[src/sv/pmu_pkg.sv]
// ----------------------------------------------------------------------------
// pmu_pkg
// Types and register codes shared by the mode update pipeline and its
// checker, and the clause evaluation used by the pipeline.
// ----------------------------------------------------------------------------
package pmu_pkg;

  localparam int MaxSlots    = 4;
  localparam int SlotW       = 16;
  localparam int ClausesW    = MaxSlots * SlotW;
  localparam int ControlW    = 17;
  localparam int ModeW       = 12;
  localparam int IdW         = 32;
  localparam int CountW      = 3;
  localparam int UmaskW      = 9;
  localparam int CfgIndexW   = 3;
  localparam int CfgDataW    = 64;
  localparam int InDataW     = 80;
  localparam int InUserW     = 2;
  localparam int OutDataW    = 16;

  localparam logic [UmaskW-1:0] UmaskReset = 9'o022;

  // Configuration register indexes
  localparam logic [CfgIndexW-1:0] REG_FILE_CLAUSES = 3'd0;
  localparam logic [CfgIndexW-1:0] REG_FILE_CONTROL = 3'd1;
  localparam logic [CfgIndexW-1:0] REG_DIR_CLAUSES  = 3'd2;
  localparam logic [CfgIndexW-1:0] REG_DIR_CONTROL  = 3'd3;
  localparam logic [CfgIndexW-1:0] REG_UMASK        = 3'd4;
  localparam logic [CfgIndexW-1:0] REG_TARGET_OWNER = 3'd5;
  localparam logic [CfgIndexW-1:0] REG_TARGET_GROUP = 3'd6;
  localparam logic [CfgIndexW-1:0] REG_OWN_ENABLE   = 3'd7;

  // Clause operators
  localparam logic [1:0] OP_ADD  = 2'd0;
  localparam logic [1:0] OP_SUB  = 2'd1;
  localparam logic [1:0] OP_SET  = 2'd2;
  localparam logic [1:0] OP_NONE = 2'd3;

  // Copy sources
  localparam logic [1:0] COPY_NONE = 2'd0;
  localparam logic [1:0] COPY_U    = 2'd1;
  localparam logic [1:0] COPY_G    = 2'd2;
  localparam logic [1:0] COPY_O    = 2'd3;

  localparam logic [ModeW-1:0] ExecAny   = 12'o0111;
  localparam logic [ModeW-1:0] SetidBits = 12'o6000;

  // One entry in flight
  typedef struct packed {
    logic [ModeW-1:0]  cur_mode;
    logic [ModeW-1:0]  work_mode;
    logic [ModeW-1:0]  oct_mode;
    logic              is_dir;
    logic              apply;
    logic              octal;
    logic [CountW-1:0] count;
    logic              owner_chg;
    logic              group_chg;
  } pmu_item_t;

  // One symbolic clause applied to a mode
  function automatic logic [ModeW-1:0] run_clause(
    input logic [ModeW-1:0]  m,
    input logic [SlotW-1:0]  slot,
    input logic              dir,
    input logic [UmaskW-1:0] um
  );
    logic [2:0]       who_f;
    logic [2:0]       who;
    logic [1:0]       op;
    logic [2:0]       rwx;
    logic             xc;
    logic             sb;
    logic             tb;
    logic [1:0]       cp;
    logic [ModeW-1:0] bits;
    logic [ModeW-1:0] clr;
    logic [ModeW-1:0] res;
    who_f = slot[2:0];
    op    = slot[4:3];
    rwx   = slot[7:5];
    xc    = slot[8];
    sb    = slot[9];
    tb    = slot[10];
    cp    = slot[12:11];
    who   = (who_f != 3'd0) ? who_f : 3'b111;

    case (cp)
      COPY_U:  rwx = m[8:6];
      COPY_G:  rwx = m[5:3];
      COPY_O:  rwx = m[2:0];
      default: rwx = rwx;
    endcase
    if (xc && (dir || ((m & ExecAny) != '0))) rwx[0] = 1'b1;

    bits = '0;
    if (who[0]) bits[8:6] = rwx;
    if (who[1]) bits[5:3] = rwx;
    if (who[2]) bits[2:0] = rwx;
    if (sb && who[0]) bits[11] = 1'b1;
    if (sb && who[1]) bits[10] = 1'b1;
    if (tb) bits[9] = 1'b1;
    if (who_f == 3'd0) bits[8:0] = bits[8:0] & ~um;

    clr = '0;
    if (who[0]) clr = clr | 12'o4700;
    if (who[1]) clr = clr | 12'o2070;
    if (who[2]) clr = clr | 12'o1007;
    if (dir && !sb) clr = clr & ~SetidBits;

    unique case (op)
      OP_ADD:  res = m | bits;
      OP_SUB:  res = m & ~bits;
      OP_SET:  res = (m & ~clr) | bits;
      default: res = m;
    endcase
    return res;
  endfunction

endpackage

[src/sv/permission_mode_update.sv]
// ----------------------------------------------------------------------------
// permission_mode_update
// Computes the new permission mode of a file entry from an octal or a
// symbolic chmod spec, and flags mode, owner and group changes.
// ----------------------------------------------------------------------------
//
//  channel  | dir | signals                      | contents
//  ---------+-----+------------------------------+------------------------------
//  s_       | in  | tvalid tready tdata tuser    | one file entry
//  m_       | out | tvalid tready tdata          | new mode and change flags
//  cfg_     | in  | we index data                | spec, umask, ownership regs
//
//  One entry enters per cycle unless a stalled output backs the pipe up; an
//  entry passes an input stage (spec select, id compares), one stage per
//  clause slot, and the output register with the mode compare.
//  Each stage holds its own valid bit and moves when the stage after it is
//  empty or moving, so bubbles close up behind a stalled output.
//  rst clears all valid bits and loads the register reset values.
//  Configuration is read live by the input and clause stages; the user must
//  write it only while idle, which the block itself does not enforce.
module permission_mode_update #(
  parameter int CLAUSE_SLOTS = pmu_pkg::MaxSlots
) (
  input  logic                            clk,
  input  logic                            rst,
  // [11:0] current_mode, [43:12] owner_id, [75:44] group_id, [79:76] zero
  input  logic [pmu_pkg::InDataW-1:0]     s_tdata,
  // [0] is_dir, [1] is_link
  input  logic [pmu_pkg::InUserW-1:0]     s_tuser,
  input  logic                            s_tvalid,
  output logic                            s_tready,
  // [11:0] final mode, [12] mode_changes, [13] owner_changes,
  // [14] group_changes, [15] zero
  output logic [pmu_pkg::OutDataW-1:0]    m_tdata,
  output logic                            m_tvalid,
  input  logic                            m_tready,
  input  logic                            cfg_we,
  input  logic [pmu_pkg::CfgIndexW-1:0]   cfg_index,
  input  logic [pmu_pkg::CfgDataW-1:0]    cfg_data
);

  localparam logic [pmu_pkg::CountW-1:0] SlotsC = pmu_pkg::CountW'(CLAUSE_SLOTS);

  // Configuration registers
  logic [pmu_pkg::ClausesW-1:0] file_clauses;
  logic [pmu_pkg::ControlW-1:0] file_control;
  logic [pmu_pkg::ClausesW-1:0] dir_clauses;
  logic [pmu_pkg::ControlW-1:0] dir_control;
  logic [pmu_pkg::UmaskW-1:0]   umask_bits;
  logic [pmu_pkg::IdW-1:0]      target_owner;
  logic [pmu_pkg::IdW-1:0]      target_group;
  logic [1:0]                   ownership_enable;

  always_ff @(posedge clk) begin
    if (rst) begin
      file_clauses     <= '0;
      file_control     <= '0;
      dir_clauses      <= '0;
      dir_control      <= '0;
      umask_bits       <= pmu_pkg::UmaskReset;
      target_owner     <= '0;
      target_group     <= '0;
      ownership_enable <= '0;
    end else if (cfg_we) begin
      unique case (cfg_index)
        pmu_pkg::REG_FILE_CLAUSES: file_clauses <= cfg_data;
        pmu_pkg::REG_FILE_CONTROL: file_control <= cfg_data[pmu_pkg::ControlW-1:0];
        pmu_pkg::REG_DIR_CLAUSES:  dir_clauses  <= cfg_data;
        pmu_pkg::REG_DIR_CONTROL:  dir_control  <= cfg_data[pmu_pkg::ControlW-1:0];
        pmu_pkg::REG_UMASK:        umask_bits   <= cfg_data[pmu_pkg::UmaskW-1:0];
        pmu_pkg::REG_TARGET_OWNER: target_owner <= cfg_data[pmu_pkg::IdW-1:0];
        pmu_pkg::REG_TARGET_GROUP: target_group <= cfg_data[pmu_pkg::IdW-1:0];
        pmu_pkg::REG_OWN_ENABLE:   ownership_enable <= cfg_data[1:0];
        default: ;
      endcase
    end
  end

  // Stage chain: index 0 is the input stage, index k+1 follows clause k
  logic               stg_valid [CLAUSE_SLOTS+1];
  logic               stg_ready [CLAUSE_SLOTS+1];
  pmu_pkg::pmu_item_t stg_item  [CLAUSE_SLOTS+1];

  // ---- Input stage: pick the spec, saturate the clause count, compare ids
  logic [pmu_pkg::ControlW-1:0] ctl_sel;
  logic [pmu_pkg::CountW-1:0]   raw_count;
  pmu_pkg::pmu_item_t           in_item;
  logic                         ent_valid;
  pmu_pkg::pmu_item_t           ent_item;

  always_comb begin
    ctl_sel   = s_tuser[0] ? dir_control : file_control;
    raw_count = ctl_sel[4:2];
    in_item.cur_mode  = s_tdata[11:0];
    in_item.work_mode = s_tdata[11:0];
    in_item.oct_mode  = ctl_sel[16:5];
    in_item.is_dir    = s_tuser[0];
    in_item.apply     = ctl_sel[0] && !s_tuser[1];   // links keep their mode
    in_item.octal     = ctl_sel[1];
    in_item.count     = (raw_count > SlotsC) ? SlotsC : raw_count;
    in_item.owner_chg = ownership_enable[0] && (s_tdata[43:12] != target_owner);
    in_item.group_chg = ownership_enable[1] && (s_tdata[75:44] != target_group);
  end

  assign s_tready = !ent_valid || stg_ready[0];

  always_ff @(posedge clk) begin
    if (rst) begin
      ent_valid <= 1'b0;
    end else if (s_tready) begin
      ent_valid <= s_tvalid;
    end
    if (s_tready && s_tvalid) begin
      ent_item <= in_item;
    end
  end

  assign stg_valid[0] = ent_valid;
  assign stg_item[0]  = ent_item;

  // ---- Clause stages
  for (genvar k = 0; k < CLAUSE_SLOTS; k++) begin : g_clause
    pmu_clause_stage #(
      .SLOT_IDX (k)
    ) u_stage (
      .clk       (clk),
      .rst       (rst),
      .in_valid  (stg_valid[k]),
      .in_ready  (stg_ready[k]),
      .in_item   (stg_item[k]),
      .out_valid (stg_valid[k+1]),
      .out_ready (stg_ready[k+1]),
      .out_item  (stg_item[k+1]),
      .file_slot (file_clauses[k*pmu_pkg::SlotW +: pmu_pkg::SlotW]),
      .dir_slot  (dir_clauses[k*pmu_pkg::SlotW +: pmu_pkg::SlotW]),
      .umask     (umask_bits)
    );
  end

  // ---- Output register: final mode select and change compare
  pmu_pkg::pmu_item_t          last_item;
  logic [pmu_pkg::ModeW-1:0]   final_mode;

  assign last_item = stg_item[CLAUSE_SLOTS];
  assign stg_ready[CLAUSE_SLOTS] = !m_tvalid || m_tready;

  always_comb begin
    if (!last_item.apply) begin
      final_mode = last_item.cur_mode;
    end else if (last_item.octal) begin
      final_mode = last_item.oct_mode;
    end else begin
      final_mode = last_item.work_mode;
    end
  end

  always_ff @(posedge clk) begin
    if (rst) begin
      m_tvalid <= 1'b0;
    end else if (stg_ready[CLAUSE_SLOTS]) begin
      m_tvalid <= stg_valid[CLAUSE_SLOTS];
    end
    if (stg_ready[CLAUSE_SLOTS] && stg_valid[CLAUSE_SLOTS]) begin
      m_tdata <= {1'b0, last_item.group_chg, last_item.owner_chg,
                  final_mode != last_item.cur_mode, final_mode};
    end
  end

endmodule

[src/sv/pmu_clause_stage.sv]
// ----------------------------------------------------------------------------
// pmu_clause_stage
// One pipeline stage applying one symbolic clause slot to the working mode.
// ----------------------------------------------------------------------------
module pmu_clause_stage #(
  parameter int SLOT_IDX = 0
) (
  input  logic                        clk,
  input  logic                        rst,
  input  logic                        in_valid,
  output logic                        in_ready,
  input  pmu_pkg::pmu_item_t          in_item,
  output logic                        out_valid,
  input  logic                        out_ready,
  output pmu_pkg::pmu_item_t          out_item,
  input  logic [pmu_pkg::SlotW-1:0]   file_slot,
  input  logic [pmu_pkg::SlotW-1:0]   dir_slot,
  input  logic [pmu_pkg::UmaskW-1:0]  umask
);

  localparam logic [pmu_pkg::CountW-1:0] IdxC = pmu_pkg::CountW'(SLOT_IDX);

  pmu_pkg::pmu_item_t      item_next;
  logic [pmu_pkg::SlotW-1:0] slot;

  assign in_ready = !out_valid || out_ready;

  always_comb begin
    slot      = in_item.is_dir ? dir_slot : file_slot;
    item_next = in_item;
    if (in_item.apply && !in_item.octal && (IdxC < in_item.count)) begin
      item_next.work_mode = pmu_pkg::run_clause(in_item.work_mode, slot,
                                                in_item.is_dir, umask);
    end
  end

  always_ff @(posedge clk) begin
    if (rst) begin
      out_valid <= 1'b0;
    end else if (in_ready) begin
      out_valid <= in_valid;
    end
    if (in_ready && in_valid) begin
      out_item <= item_next;
    end
  end

endmodule

[config.mk]
export PLATFORM = sky130hd
export DESIGN_NAME = permission_mode_update
export DESIGN_NICKNAME = d
export VERILOG_FILES = /design/src/sv/pmu_pkg.sv /design/src/sv/permission_mode_update.sv /design/src/sv/pmu_clause_stage.sv
export SDC_FILE = /design/constraint.sdc
export NUM_CORES = 1
export LEC_CHECK = 0
export ABC_AREA = 1
export BUFFER_PORTS_ARGS = -buffer_cell sky130_fd_sc_hd__buf_4
export CORE_MARGIN = 1.5
export CORE_UTILIZATION = 50
export CTS_BUF_LIST = sky130_fd_sc_hd__clkbuf_16
export DETAILED_ROUTE_END_ITERATION = 8
export PLACE_DENSITY = 0.73
export SYNTH_ARGS = -nofsm -noshare
export SYNTH_HDL_FRONTEND = slang
export SYNTH_SLANG_ARGS = --single-unit
[constraint.sdc]
create_clock -name clk -period 3.4 [get_ports clk]
set_input_delay 0.51 -clock clk [delete_from_list [all_inputs] [get_ports clk]]
set_output_delay 0.51 -clock clk [all_outputs]
set_load 0.02 [all_outputs]
; ---- Word level (Yosys, flattened, before mapping)
; Cells that the tools add are included.
[op_classes]
n_reduce_logical = 83
order_cmp = 5
bitwise = 29
eq_ne = 30
n_mux = 103
[op_table]
columns = cell, n
row1 = $mux 12, 18
row2 = $pmux 12 s3, 4
row3 = $and 12x12->12, 8
row4 = $not 12->12, 8
row5 = $or 12x12->12, 8
row6 = $mux 3, 28
row7 = $mux 9, 8
row8 = $ne 32x32->1, 2
row9 = $mux 13, 4
row10 = $reduce_bool 12->1, 4
row11 = $mux 11, 4
row12 = $mux 10, 4
row13 = $and 9x9->9, 4
row14 = $pmux 3 s3, 4
row15 = $logic_and 1x1->1, 33
row16 = $mux 1, 28
row17 = $eq 2x2->1 const B, 12
row18 = $mux 17, 1
row19 = $eq 2x1->1 const B, 8
row20 = $reduce_and 2->1, 8
row21 = $logic_not 1->1, 15
row22 = $logic_not 3->1, 5
row23 = $eq 3x3->1 const B, 4
row24 = $ne 12x12->1, 1
row25 = 9 further kinds, 27
[totals]
output_inout_bits = 18
input_bits = 154
register_bits = 456
word_cells = 307

; ---- Depth between registers and ports, before layout
; Gate-level depths: netlist of the first run.
[depth]
word_depth = 13
ltp_mapped = 15
mapped_depth_nobuf = 13

; ---- By module
; Synthesis of the first run repeated with hierarchy kept, for this count alone.
[hier_totals]
hier_cells = 2664
hier_area_um2 = 21249.1
[modules_own_cells]
columns = module, instances, area_per_inst_um2, cells_each, seq_area_each_um2
row1 = permission_mode_update, 1, 11778.8, 1580, 6195.9
row2 = pmu_clause_stage (g_clause[3].u_stage), 1, 2416.1, 274, 1341.3
row3 = pmu_clause_stage (g_clause[1].u_stage), 1, 2374.8, 273, 1341.3
row4 = pmu_clause_stage (g_clause[2].u_stage), 1, 2351.0, 269, 1341.3
row5 = pmu_clause_stage (g_clause[0].u_stage), 1, 2328.5, 268, 1341.3

; ---- Least setup slack after synthesis of the first run
; Ideal clock, no wire load.
[synth_timing]
path_type = in2reg
from = input port m_tready
to = register g_clause[1].u_stage.out_item[0] (netlist bit), enable pin
arrival_ps = 2927
cell_stages = 6
path_slack_ps = 13
required_time_ps = 2940
path_cell_list = nor2_1 > inv_1 > nor2_1 > inv_1 > nor2_1 > a21oi_1
[synth_via]
elab_chain_cells = 5
[synth_lines]
columns = element, line_no
row1 = start: declaration, permission_mode_update.sv:36  ; input logic m_tready,
row2 = $logic_or 1x1->1, permission_mode_update.sv:145  ; assign stg_ready[CLAUSE_SLOTS] = !m_tvalid || m_tready;
row3 = $logic_or 1x1->1 (3 in a row), pmu_clause_stage.sv:26  ; assign in_ready = !out_valid || out_ready;
row4 = $logic_and 1x1->1, pmu_clause_stage.sv:43  ; if (in_ready && in_valid) begin
row5 = end signal: assignment, pmu_clause_stage.sv:44  ; out_item <= item_next;
row6 = end: declaration, pmu_clause_stage.sv:15  ; output pmu_pkg::pmu_item_t out_item,
; No other way between the ends.
; A chain may end at the register's enable or synchronous reset.

; ---- Final worst setup path of the first run
[layout_timing]
from = register m_tvalid
to = output port s_tready
[layout_via]
elab_chain_cells = 7
[layout_lines]
columns = element, line_no
row1 = start: declaration, permission_mode_update.sv:35  ; output logic m_tvalid,
row2 = start signal: assignment, permission_mode_update.sv:161  ; m_tvalid <= stg_valid[CLAUSE_SLOTS];
row3 = $logic_not 1->1, permission_mode_update.sv:145
row4 = $logic_or 1x1->1, permission_mode_update.sv:145
row5 = $logic_or 1x1->1 (4 in a row), pmu_clause_stage.sv:26
row6 = $logic_or 1x1->1, permission_mode_update.sv:105  ; assign s_tready = !ent_valid || stg_ready[0];
row7 = end: declaration, permission_mode_update.sv:31  ; output logic s_tready,
; No other way between the ends.

==> results_dict.tcl, run 1 <==
set metrics [dict create \
    report.final.setup_viol 0 \
    syn_nets 2437 \
    worst_setup_hold_path_clk_slew_ps 60 \
    cp_data_required_time_ps 2890 \
    boundaryPins 172 \
    drt_pass1_iterations 7 \
    tritoncts "done" \
    place.gp.congestion 0.906 \
    grt_setup_unrepaired "no" \
    wire_length_of_the_first_global_routing_pass_um 77400 \
    post-route-drc-count 0 \
    post_synth.cell_area_avg_um2 8.48 \
    finClkSkew_ps 16.0 \
    htree_num_levels 2 \
    setup-tns-final_ps 0 \
    fill_cells 3335 \
    io_buffers 160 \
    top_flip_flop_cell_by_instance_count_after_synthesis "sky130_fd_sc_hd__dfxtp_1" \
    max_root_sink_buffers 3 \
    timing.critical_path.cells "inv_1 -> nor2_1 -> inv_1 -> nor2_1 -> inv_1 -> nor2_1 -> nand2_1 -> nor2_1 -> nand2_1 -> buf_4" \
    fin_crit_ps 2730 \
    synth_seq_area_share_pct 56.3 \
    power.switching_fraction_pct 24.3 \
    final_net_count 2573 \
    timing.final.max_slew_violations 0 \
    status "finished clean" \
    ys_seq_elements 436 \
    root_buffer_selected_by_cts "sky130_fd_sc_hd__clkbuf_16" \
    hold_buffers 0 \
    ir_worst_vdd_mv 0.386 \
    worst_hold_slack_ps 122 \
    initial_antenna_violation_count 0 \
    static-leakage-power_nw 9.54 \
    avgViaCountPerCell 5.23 \
    number_of_distinct_library_cells_after_synthesis 46 \
    critPathSlowestCell "sky130_fd_sc_hd__dfxtp_1" \
    post-synth-top-area-cell "sky130_fd_sc_hd__edfxtp_1" \
    drive_above_1_share_pct 14.0 \
    ys.warnings.count 0 \
    groute.usage.overall_pct 25.0 \
    ys_async_sr_fraction_pct 0 \
    post_cts.repair.setup_buffers 0 \
    grt_start_max_net_pins 123 \
    seq_pwr_share_pct 50.2 \
    post_synth_inst_count 2283 \
    fp.dieArea_um2 39900 \
    overflow 0 \
    synth.area.top_cells "sky130_fd_sc_hd__edfxtp_1, sky130_fd_sc_hd__dfxtp_1, sky130_fd_sc_hd__nand2_1" \
    netlist_area_um2 19300 \
    final_util_pct 59.1 \
    synth_enable_flop_cells 217 \
    combinational_share_of_power_pct 8.7 \
    synthDominantCellAreaShare_pct 33.7 \
    timing.max_slew.rel_slack_pct 18.3 \
    drtAntennaViolNets 0 \
    areaGrowthSynthToFinish_pct 15.5 \
    criticalPathCategory "reg2out" \
    dpl.hpwl_um 34100 \
    starting_density_pct 51.1 \
    die_height_um 200 \
    worstHoldStart "s_tdata[2]" \
    cell_internal_power_dissipation_mw 8.78 \
    first_iter_violations 1270 \
    cp-end-kind "primary output" \
    maximum_frequency_from_static_timing_analysis_mhz 366 \
    switching_power_mw 2.82 \
    timing.critical_path.slowest_cell_delay_ps 330 \
    wl_per_cell_um 16.6 \
    core_area_um2 37800 \
    critPathArrivalTime_ps 2220 \
    horizontal_extent_of_the_die_um 200 \
    number_of_global_route_vias_before_repair 14400 \
    startpoint "m_tvalid" \
    num_antenna_cells 0 \
    worst_max_slew_pin_slew_ps 1230 \
    hold_path_class "in2reg" \
    drt_wl_total_um 49200 \
    cpMostUsedCell "sky130_fd_sc_hd__nor2_1" \
    power_per_unit_of_standard_cell_area_nw_per_um2 519 \
    worst_skew_pair.late_latency_ps 570 \
    timing.final.crit_share_pct 80.3 \
    route.vias.total 15500 \
    pwr-share-clk_pct 41.1 \
    clock_sinks 436 \
    highest_net_fanout_along_the_worst_path 3 \
    cp-start-kind "flip-flop" \
    max_cap_viol_count 0 \
    cts-resized-gates 0 \
    hold_viol_final 0 \
    cts_made_buffers 45 \
    worstReg2RegStart "g_clause[2].u_stage.out_item[7]" \
    rows 71 \
]
==> routing by layer <==
metal  global-route usage (%)  vias up  share of wire, %
li1                         -     7766                 -
met1                     34.0     7198                44
met2                     41.4      458                47
met3                     3.68       78               5.8
met4                     7.83        0               2.4
met5                        0        -                 0
==> critical path, delay by kind of cell (launching register included) <==
kind | cells | cell delay [ps]
buf+inv | 4 | 360
simple gates | 6 | 970
flops | 1 | 330
==> cells in the mapped netlist, types with 4 or more instances <==
cell                        count
sky130_fd_sc_hd__xor2_1         8
sky130_fd_sc_hd__edfxtp_1     217
sky130_fd_sc_hd__buf_6         11
sky130_fd_sc_hd__inv_1        112
sky130_fd_sc_hd__dfxtp_1      219
sky130_fd_sc_hd__nor2_1       467
sky130_fd_sc_hd__nand2_2       31
sky130_fd_sc_hd__o21ai_2        7
sky130_fd_sc_hd__o21ai_0      245
sky130_fd_sc_hd__nand2_4       11
sky130_fd_sc_hd__o22ai_1       13
sky130_fd_sc_hd__buf_2         15
sky130_fd_sc_hd__o2111ai_1      7
sky130_fd_sc_hd__o21ai_1       21
sky130_fd_sc_hd__nand3_1       99
sky130_fd_sc_hd__or2_2          6
sky130_fd_sc_hd__nor3_1         8
sky130_fd_sc_hd__xnor2_1       51
sky130_fd_sc_hd__nand2_1      523
sky130_fd_sc_hd__nand4_1       14
sky130_fd_sc_hd__inv_2          9
sky130_fd_sc_hd__clkinv_1       4
sky130_fd_sc_hd__a21oi_1       82
sky130_fd_sc_hd__clkbuf_1      58
sky130_fd_sc_hd__a21boi_1       4
==> cells in the final DEF, fill, tap and decap left out, drive strengths merged, types with 10 or more instances in the layout <==
master,instances
nand3,103
clkbuf,46
o22ai,13
nand2,565
a21boi,10
xnor2,51
a21oi,82
edfxtp,217
nor2,472
o21ai,274
nand4,14
inv,133
buf,182
dfxtp,219
clkinv,26
==> stage by stage <==
| stage | cells | power (mW) | setup slack (ps) | instance area (um^2) |
|---|---|---|---|---|
| finish | 2965 | 11.6 | 669 | 22300 |
| global route | 2965 | 12.0 | 440 | 22300 |
| CTS | 2965 | 11.7 | 613 | 22300 |
| detailed placement | 2883 | 6.94 | 890 | 20900 |
| global placement | 2883 | 6.91 | 944 | 20900 |
| floorplan | 2283 | 6.54 | 13.3 | 19300 |
==> logic make-up (layout without fill, tap and decap cells) <==
kind of cell              after synthesis  count (layout)  share of synthesized area, %
buffers and inverters                 222             393                          5.02
DFF                                   436             436                          56.3
other                                   1               1                        0.0194
xor gates and xnor gates               59              59                          2.67
and+or+nand+nor                      1174            1174                          25.0
AOI/OAI and AO/OA                     391             391                          10.9
==> area by class of cell <==
cell class              count  area [um^2]  share of cell area [%]
flip-flops and latches    436        10900                    48.8
repair buffers            182         1380                    6.17
well taps                 511          639                    2.86
clock inverters            36          282                    1.26
multi-input cells        1625         7500                    33.5
clock buffers              46         1150                    5.15
inverters                 129          499                    2.23
==> state kept, by name, summed over array words and instances, names as in the netlist, 15 cells and up <==
| signal | cells |
|---|---|
| file_clauses | 52 |
| ent_item | 32 |
| g_clause.u_stage.out_item | 170 |
| m_tdata | 15 |
| target_group | 32 |
| dir_clauses | 52 |
| file_control | 17 |
| dir_control | 17 |
| target_owner | 32 |
==> power by group through the flow <==
stage          combinational, mW  sequential (mW)  clock (mW)
6_report                    1.01             5.82        4.77
5_1_grt                     1.13             5.84        5.05
4_1_cts                     1.01             5.82        4.85
3_5_place_dp                1.00             5.93           0
3_3_place_gp               0.979             5.93           0
2_1_floorplan              0.658             5.88           0
==> final timing paths <==
path | to | slack (ps) | cells past startpoint
max | s_tready | 670 | 10
min | ent_item[22] | 120 | 1
max reg2reg | g_clause[3].u_stage.out_item[27] | 900 | 11
min reg2reg | g_clause[2].u_stage.out_item[19] | 410 | 0
Power figures use the tool's default switching activity.
==> inputs of run 2 (changes only) <==
--- a/config.mk
+++ b/config.mk
@@ -5,13 +5,13 @@
 export SDC_FILE = /design/constraint.sdc
 export NUM_CORES = 1
 export LEC_CHECK = 0
-export ABC_AREA = 1
+export ABC_AREA = 0
 export BUFFER_PORTS_ARGS = -buffer_cell sky130_fd_sc_hd__buf_4
 export CORE_MARGIN = 1.5
 export CORE_UTILIZATION = 50
 export CTS_BUF_LIST = sky130_fd_sc_hd__clkbuf_16
 export DETAILED_ROUTE_END_ITERATION = 8
-export PLACE_DENSITY = 0.73
+export PLACE_DENSITY = 0.71
 export SYNTH_ARGS = -nofsm -noshare
 export SYNTH_HDL_FRONTEND = slang
 export SYNTH_SLANG_ARGS = --single-unit
==> constraint.sdc (replaced) <==
create_clock -name clk -period 2.7 [get_ports clk]
set_input_delay 0.405 -clock clk [delete_from_list [all_inputs] [get_ports clk]]
set_output_delay 0.405 -clock clk [all_outputs]
set_load 0.02 [all_outputs]
==> run 2 against run 1 <==
Clock power grew 34%; non-clock buffer count grew 23; sequential cell count is the same; area after synthesis shrank 2.6%; hold slack lost 95 ps; critical path depth shrank 5; first-iteration DRC count shrank 17%; count of clock-buffer cells in the layout grew 2; via count shrank 8.0%; die area shrank 2.6%; sequential power grew 24%; routed wire length shrank 1.2%.
==> results_dict.tcl, run 2 <==
set metrics [dict create \
    status "finished clean" \
    drive_above_1_share_pct 16.5 \
    drtAntennaViolNets 0 \
    finClkSkew_ps 12.8 \
    wl_per_cell_um 19.0 \
    post-synth-top-area-cell "sky130_fd_sc_hd__edfxtp_1" \
    netlist_area_um2 18800 \
    maximum_frequency_from_static_timing_analysis_mhz 397 \
    layout_commonest_cell "sky130_fd_sc_hd__nand2_1" \
    grt_start_max_net_pins 63 \
    route.vias.total 14300 \
    max_cap_viol_count 0 \
    root_buffer_selected_by_cts "sky130_fd_sc_hd__clkbuf_16" \
    clock_sinks 436 \
    power_per_unit_of_standard_cell_area_nw_per_um2 652 \
    worst_hold_slack_ps 26.7 \
    cp-end-kind "primary output" \
    largest_register_ffs 170 \
    mostFrequentLayoutCells "sky130_fd_sc_hd__nand2_1, sky130_fd_sc_hd__a21oi_1, sky130_fd_sc_hd__dfxtp_1" \
    cts_made_buffers 45 \
    areaGrowthSynthToFinish_pct 18.4 \
    avgViaCountPerCell 5.57 \
    final_net_count 2171 \
    worstReg2RegEnd "g_clause[3].u_stage.out_item[24]" \
    top_flip_flop_cell_by_instance_count_after_synthesis "sky130_fd_sc_hd__dfxtp_1" \
    worst_skew_pair.late_latency_ps 570 \
    num_antenna_cells 0 \
    drt_pass1_iterations 5 \
    ys.warnings.count 0 \
    ir_worst_vdd_mv 0.503 \
    cp_data_required_time_ps 2300 \
    count_of_cells_along_the_worst_register_to_register_path 6 \
    highest_net_fanout_along_the_worst_path 6 \
    synth.area.top_cells "sky130_fd_sc_hd__edfxtp_1, sky130_fd_sc_hd__dfxtp_1, sky130_fd_sc_hd__nand2_1" \
    timing.max_slew.rel_slack_pct 51.2 \
    syn_nets 2013 \
    ys_seq_elements 436 \
    setup-tns-final_ps 0 \
    cp-start-kind "flip-flop" \
    htree_num_levels 2 \
    dpl.hpwl_um 34200 \
    wire_length_of_the_first_global_routing_pass_um 76300 \
    starting_density_pct 51.1 \
    place.gp.congestion 0.914 \
    worstReg2RegStart "g_clause[2].u_stage.out_item[7]" \
    timing.final.max_slew_violations 0 \
    synth_enable_flop_cells 217 \
    post-layout-total-power_mw 14.5 \
    max_flop_register "g_clause.u_stage.out_item" \
    core_area_um2 36900 \
    first_iter_violations 1051 \
    post-route-drc-count 0 \
    post_layout_nonfiller_instances 2557 \
    number_of_distinct_library_cells_after_synthesis 79 \
    die_height_um 197 \
    fin_crit_ps 2520 \
    hold_viol_final 0 \
    grt_setup_unrepaired "no" \
    worst_max_slew_pin_slew_ps 730 \
    groute.usage.overall_pct 25.4 \
    largestRegisters "g_clause.u_stage.out_item (170), dir_clauses (52), file_clauses (52)" \
    ys_async_sr_fraction_pct 0 \
    post_synth_inst_count 1859 \
    hold_depth 1 \
    static-leakage-power_nw 7.91 \
    synthDominantCellAreaShare_pct 34.6 \
    tritoncts "done" \
    initial_antenna_violation_count 0 \
    boundaryPins 172 \
    whs_endpoint "ent_item[29]" \
    criticalPathCategory "reg2out" \
    place_inst 2470 \
    post-synth-top-count-cell "sky130_fd_sc_hd__nand2_1" \
    post_synth.cell_area_avg_um2 10.1 \
    worst_setup_hold_path_clk_slew_ps 60 \
    hold_path_class "in2reg" \
    synth_seq_area_share_pct 57.8 \
    final_util_pct 60.5 \
    report.final.setup_viol 0 \
    overflow 0 \
    r2r_setup_slack_ps 250 \
    horizontal_extent_of_the_die_um 197 \
    max_root_sink_buffers 3 \
    io_buffers 160 \
    number_of_global_route_vias_before_repair 13700 \
    fp.dieArea_um2 38900 \
    ys_top_cells_by_count "sky130_fd_sc_hd__nand2_1, sky130_fd_sc_hd__a21oi_1, sky130_fd_sc_hd__dfxtp_1" \
    worstHoldStart "s_tdata[9]" \
    rows 70 \
    timing.final.crit_share_pct 93.4 \
    critPathArrivalTime_ps 2120 \
    drt_wl_total_um 48600 \
]
-- run 2: routing by layer --
| metal | global-route usage, % | vias to the layer above | wire [um] | part of all wire [%] |
|---|---|---|---|---|
| met5 | 0 | - | 0 | 0 |
| met4 | 8.96 | 0 | 1440 | 3.0 |
| met3 | 4.39 | 69 | 2890 | 5.9 |
| met2 | 41.6 | 400 | 23200 | 48 |
| met1 | 34.0 | 6839 | 21100 | 43 |
| li1 | - | 6945 | - | - |
-- run 2: worst max path at each step --
stage / startpoint / end / cells past startpoint
5_1_grt: ent_item[7] / g_clause[0].u_stage.out_item[28] / 6
4_1_cts: m_tvalid / s_tready / 5
3_3_place_gp: ent_item[7] / g_clause[0].u_stage.out_item[23] / 6
3_5_place_dp: g_clause[2].u_stage.out_item[7] / g_clause[3].u_stage.out_item[24] / 6
2_1_floorplan: m_tvalid / g_clause[2].u_stage.out_item[0] / 3
6_report: m_tvalid / s_tready / 5
-- run 2: worst max-delay path: stages (launching register included) --
cell and delay (ps):
sky130_fd_sc_hd__dfxtp_1 340, sky130_fd_sc_hd__nor2b_1 240, sky130_fd_sc_hd__and2_2 280, sky130_fd_sc_hd__and3_2 350, sky130_fd_sc_hd__nand3_1 150, sky130_fd_sc_hd__buf_4 190
-- run 2: logic make-up after synthesis --
group	after synthesis	share of synthesized area [%]
AOI/OAI and AO/OA	449	14.4
xor gates and xnor gates	76	3.53
buffers and inverters	126	2.75
DFF	436	57.8
muxes	92	5.45
other	1	0.0199
and+or+nand+nor	679	16.0
-- run 2: what timing repair did --
action | CTS | global route
gates resized for setup | 1 | 3
setup buffers | 0 | 0
pin swaps | 0 | 0
hold buffers | 4 | 0
endpoints found under the hold margin | 4 | 0
endpoints found under the setup margin | 1 | 6
-- run 2: layout make-up --
class | count | area (um^2)
Timing Repair Buffer | 205 | 1590
Inverter | 32 | 120
Fill cell | 3057 | 14600
Multi-Input combinational cell | 1297 | 7520
Sequential cell | 436 | 10900
Tap cell | 504 | 631
Clock inverter | 35 | 348
Clock buffer | 48 | 1200
-- run 2: through the flow --
| stage | cell area, um^2 | worst slack [ps] |
|---|---|---|
| after floorplan | 18900 | -510 |
| after global placement | 20700 | 233 |
| after detailed placement | 20700 | 192 |
| after CTS | 22300 | 86.0 |
| after global routing | 22300 | 58.4 |
| final | 22300 | 179 |
-- run 2: power breakdown --
group          switching [mW]  internal (mW)  leakage (nW)  total (mW)
clock network            2.53           3.88         0.790        6.41
logic                   0.523          0.390          3.33       0.913
registers               0.127           7.10          3.79        7.22
total                    3.18           11.4          7.91        14.5
==> inputs of run 3 (changes only) <==
==> constraint.sdc (replaced) <==
create_clock -name clk -period 3.2 [get_ports clk]
set_input_delay 0.48 -clock clk [delete_from_list [all_inputs] [get_ports clk]]
set_output_delay 0.48 -clock clk [all_outputs]
set_load 0.02 [all_outputs]
==> run 3 against run 2 <==
Non-clock buffer count decreased by 15; count of clock-buffer cells in the layout is 2 lower; sequential share of layout area grew 0.92 points; core utilization is 1.1 points lower; hold slack improved by 63 ps; routed wire length shrank 0.53%; sequential power shrank 16%; clock power down 27%; global-route usage down 0.29 points; design area down 1.8%; worst setup slack improved by 290 ps; largest cell class unchanged.
==> results_dict.tcl, run 3 (synthesized netlist as in run 2, its figures left out) <==
set metrics [dict create \
    status "finished clean" \
    worstReg2RegStart "g_clause[2].u_stage.out_item[7]" \
    fin_crit_ps 2730 \
    die_height_um 197 \
    worst_skew_pair.late_latency_ps 570 \
    boundaryPins 172 \
    critical_path.n_buffers_inverters 1 \
    drt_wl_total_um 48400 \
    tritoncts "done" \
    post_layout_nonfiller_instances 2540 \
    highest_net_fanout_along_the_worst_path 6 \
    cpLargestDelayFamily "simple AND/OR/NAND/NOR gates" \
    critPathArrivalTime_ps 2250 \
    timing.critical_path.cells "nor2b_1 -> and2_1 -> and3_1 -> nand3_1 -> buf_4" \
    timing.max_slew.rel_slack_pct 48.8 \
    layout_commonest_cell "sky130_fd_sc_hd__nand2_1" \
    grt_start_max_net_pins 92 \
    cp_data_required_time_ps 2720 \
    core_area_um2 36900 \
    ir_worst_vdd_mv 0.391 \
    mostFrequentLayoutCells "sky130_fd_sc_hd__nand2_1, sky130_fd_sc_hd__a21oi_1, sky130_fd_sc_hd__dfxtp_1" \
    criticalPathCategory "reg2out" \
    cp-end-kind "primary output" \
    switching_power_mw 2.62 \
    dpl.hpwl_um 34200 \
    startpoint "m_tvalid" \
    cts-resized-gates 0 \
    report.final.setup_viol 0 \
    post-route-drc-count 0 \
    fp.dieArea_um2 38900 \
    drt_pass1_iterations 6 \
    place_inst 2459 \
    setup-tns-final_ps 0 \
    route.vias.total 14200 \
    hold_path_class "in2reg" \
    hold_buffers 0 \
    count_of_cells_along_the_worst_register_to_register_path 6 \
    groute.usage.overall_pct 25.1 \
    placement_cell_area_um2 20600 \
    overflow 0 \
    pwr-share-clk_pct 40.6 \
    area.sequential_um2 10900 \
    wl_per_cell_um 19.1 \
    htree_num_levels 2 \
    timing.critical_path.to "s_tready" \
    final_net_count 2156 \
    largest_register_ffs 170 \
    cts_made_buffers 45 \
    num_antenna_cells 0 \
    design_area_um2 21900 \
    number_of_global_route_vias_before_repair 13600 \
    hold_viol_final 0 \
    cell_internal_power_dissipation_mw 8.89 \
    worst_hold_slack_ps 89.4 \
    drive_above_1_share_pct 15.2 \
    post_cts.repair.setup_buffers 0 \
    timing.critical_path.slowest_cell_delay_ps 460 \
    worst_max_slew_pin_slew_ps 756 \
    io_buffers 160 \
    max_flop_register "g_clause.u_stage.out_item" \
    drtAntennaViolNets 0 \
    finClkSkew_ps 18.9 \
    initial_antenna_violation_count 0 \
    place_ws_ps 595 \
    worstReg2RegEnd "g_clause[3].u_stage.out_item[25]" \
    timing.final.max_slew_violations 0 \
    first_iter_violations 1069 \
    r2r_setup_slack_ps 550 \
    max_cap_viol_count 0 \
    cp-start-kind "flip-flop" \
    areaGrowthSynthToFinish_pct 16.2 \
    static-leakage-power_nw 7.76 \
    slack_of_the_critical_path_ps 468 \
    place.gp.congestion 0.922 \
    worst_setup_hold_path_clk_slew_ps 60 \
    grt_setup_unrepaired "no" \
    combinational_share_of_power_pct 6.5 \
    starting_density_pct 51.1 \
    fill_cells 3094 \
    critPathSlowestCell "sky130_fd_sc_hd__and3_1" \
    total_stage_count_of_the_critical_path 5 \
    timing.final.crit_share_pct 85.4 \
    root_buffer_selected_by_cts "sky130_fd_sc_hd__clkbuf_16" \
    power.switching_fraction_pct 22.8 \
    clock_sinks 436 \
    maximum_frequency_from_static_timing_analysis_mhz 366 \
    seq_pwr_share_pct 52.9 \
    rows 70 \
    wire_length_of_the_first_global_routing_pass_um 75400 \
    avgViaCountPerCell 5.58 \
    max_root_sink_buffers 3 \
    power_per_unit_of_standard_cell_area_nw_per_um2 526 \
    horizontal_extent_of_the_die_um 197 \
    largestRegisters "g_clause.u_stage.out_item (170), dir_clauses (52), file_clauses (52)" \
    multiInputGateArea_um2 7500 \
]
==> run 3: power groups by stage <==
| stage | clock [mW] | combinational, mW | sequential, mW |
|---|---|---|---|
| floorplan | 0 | 0.424 | 6.16 |
| global placement | 0 | 0.730 | 6.21 |
| detailed placement | 0 | 0.742 | 6.21 |
| CTS | 4.74 | 0.746 | 6.10 |
| global route | 4.99 | 0.813 | 6.11 |
| finish | 4.67 | 0.746 | 6.10 |
==> run 3: area by class of cell <==
type                       instances  area share [%]
clock buffer                      46            5.26
multi-input combinational       1297            34.3
sequential                       436            49.8
clock inverter                    35           0.697
timing repair buffer             190            6.59
inverter                          32           0.549
tap                              504            2.88
==> run 3: how the worst min path moves through the flow <==
| stage | from | end | depth (start not counted) |
|---|---|---|---|
| floorplan | ent_item[0] | g_clause[0].u_stage.out_item[0] | 0 |
| global placement | g_clause[1].u_stage.out_item[1] | g_clause[2].u_stage.out_item[1] | 0 |
| detailed placement | g_clause[0].u_stage.out_item[13] | g_clause[1].u_stage.out_item[13] | 0 |
| CTS | s_tdata[11] | ent_item[31] | 1 |
| global route | s_tdata[11] | ent_item[31] | 1 |
| finish | s_tdata[11] | ent_item[31] | 1 |
==> run 3: metrics by stage <==
step | util (%) | power [mW]
final | 59.4 | 11.5
after detailed placement | 55.9 | 6.96
after global placement | 55.9 | 6.94
after CTS | 59.4 | 11.6
after global routing | 59.4 | 11.9
after floorplan | - | 6.59
==> run 3: metal layers <==
layer	global-route usage [%]	vias to the layer above	part of all wire, %
met5	0	-	0
met4	8.03	0	2.6
met3	3.65	82	5.5
met2	41.9	436	48
met1	33.7	6765	44
li1	-	6902	-
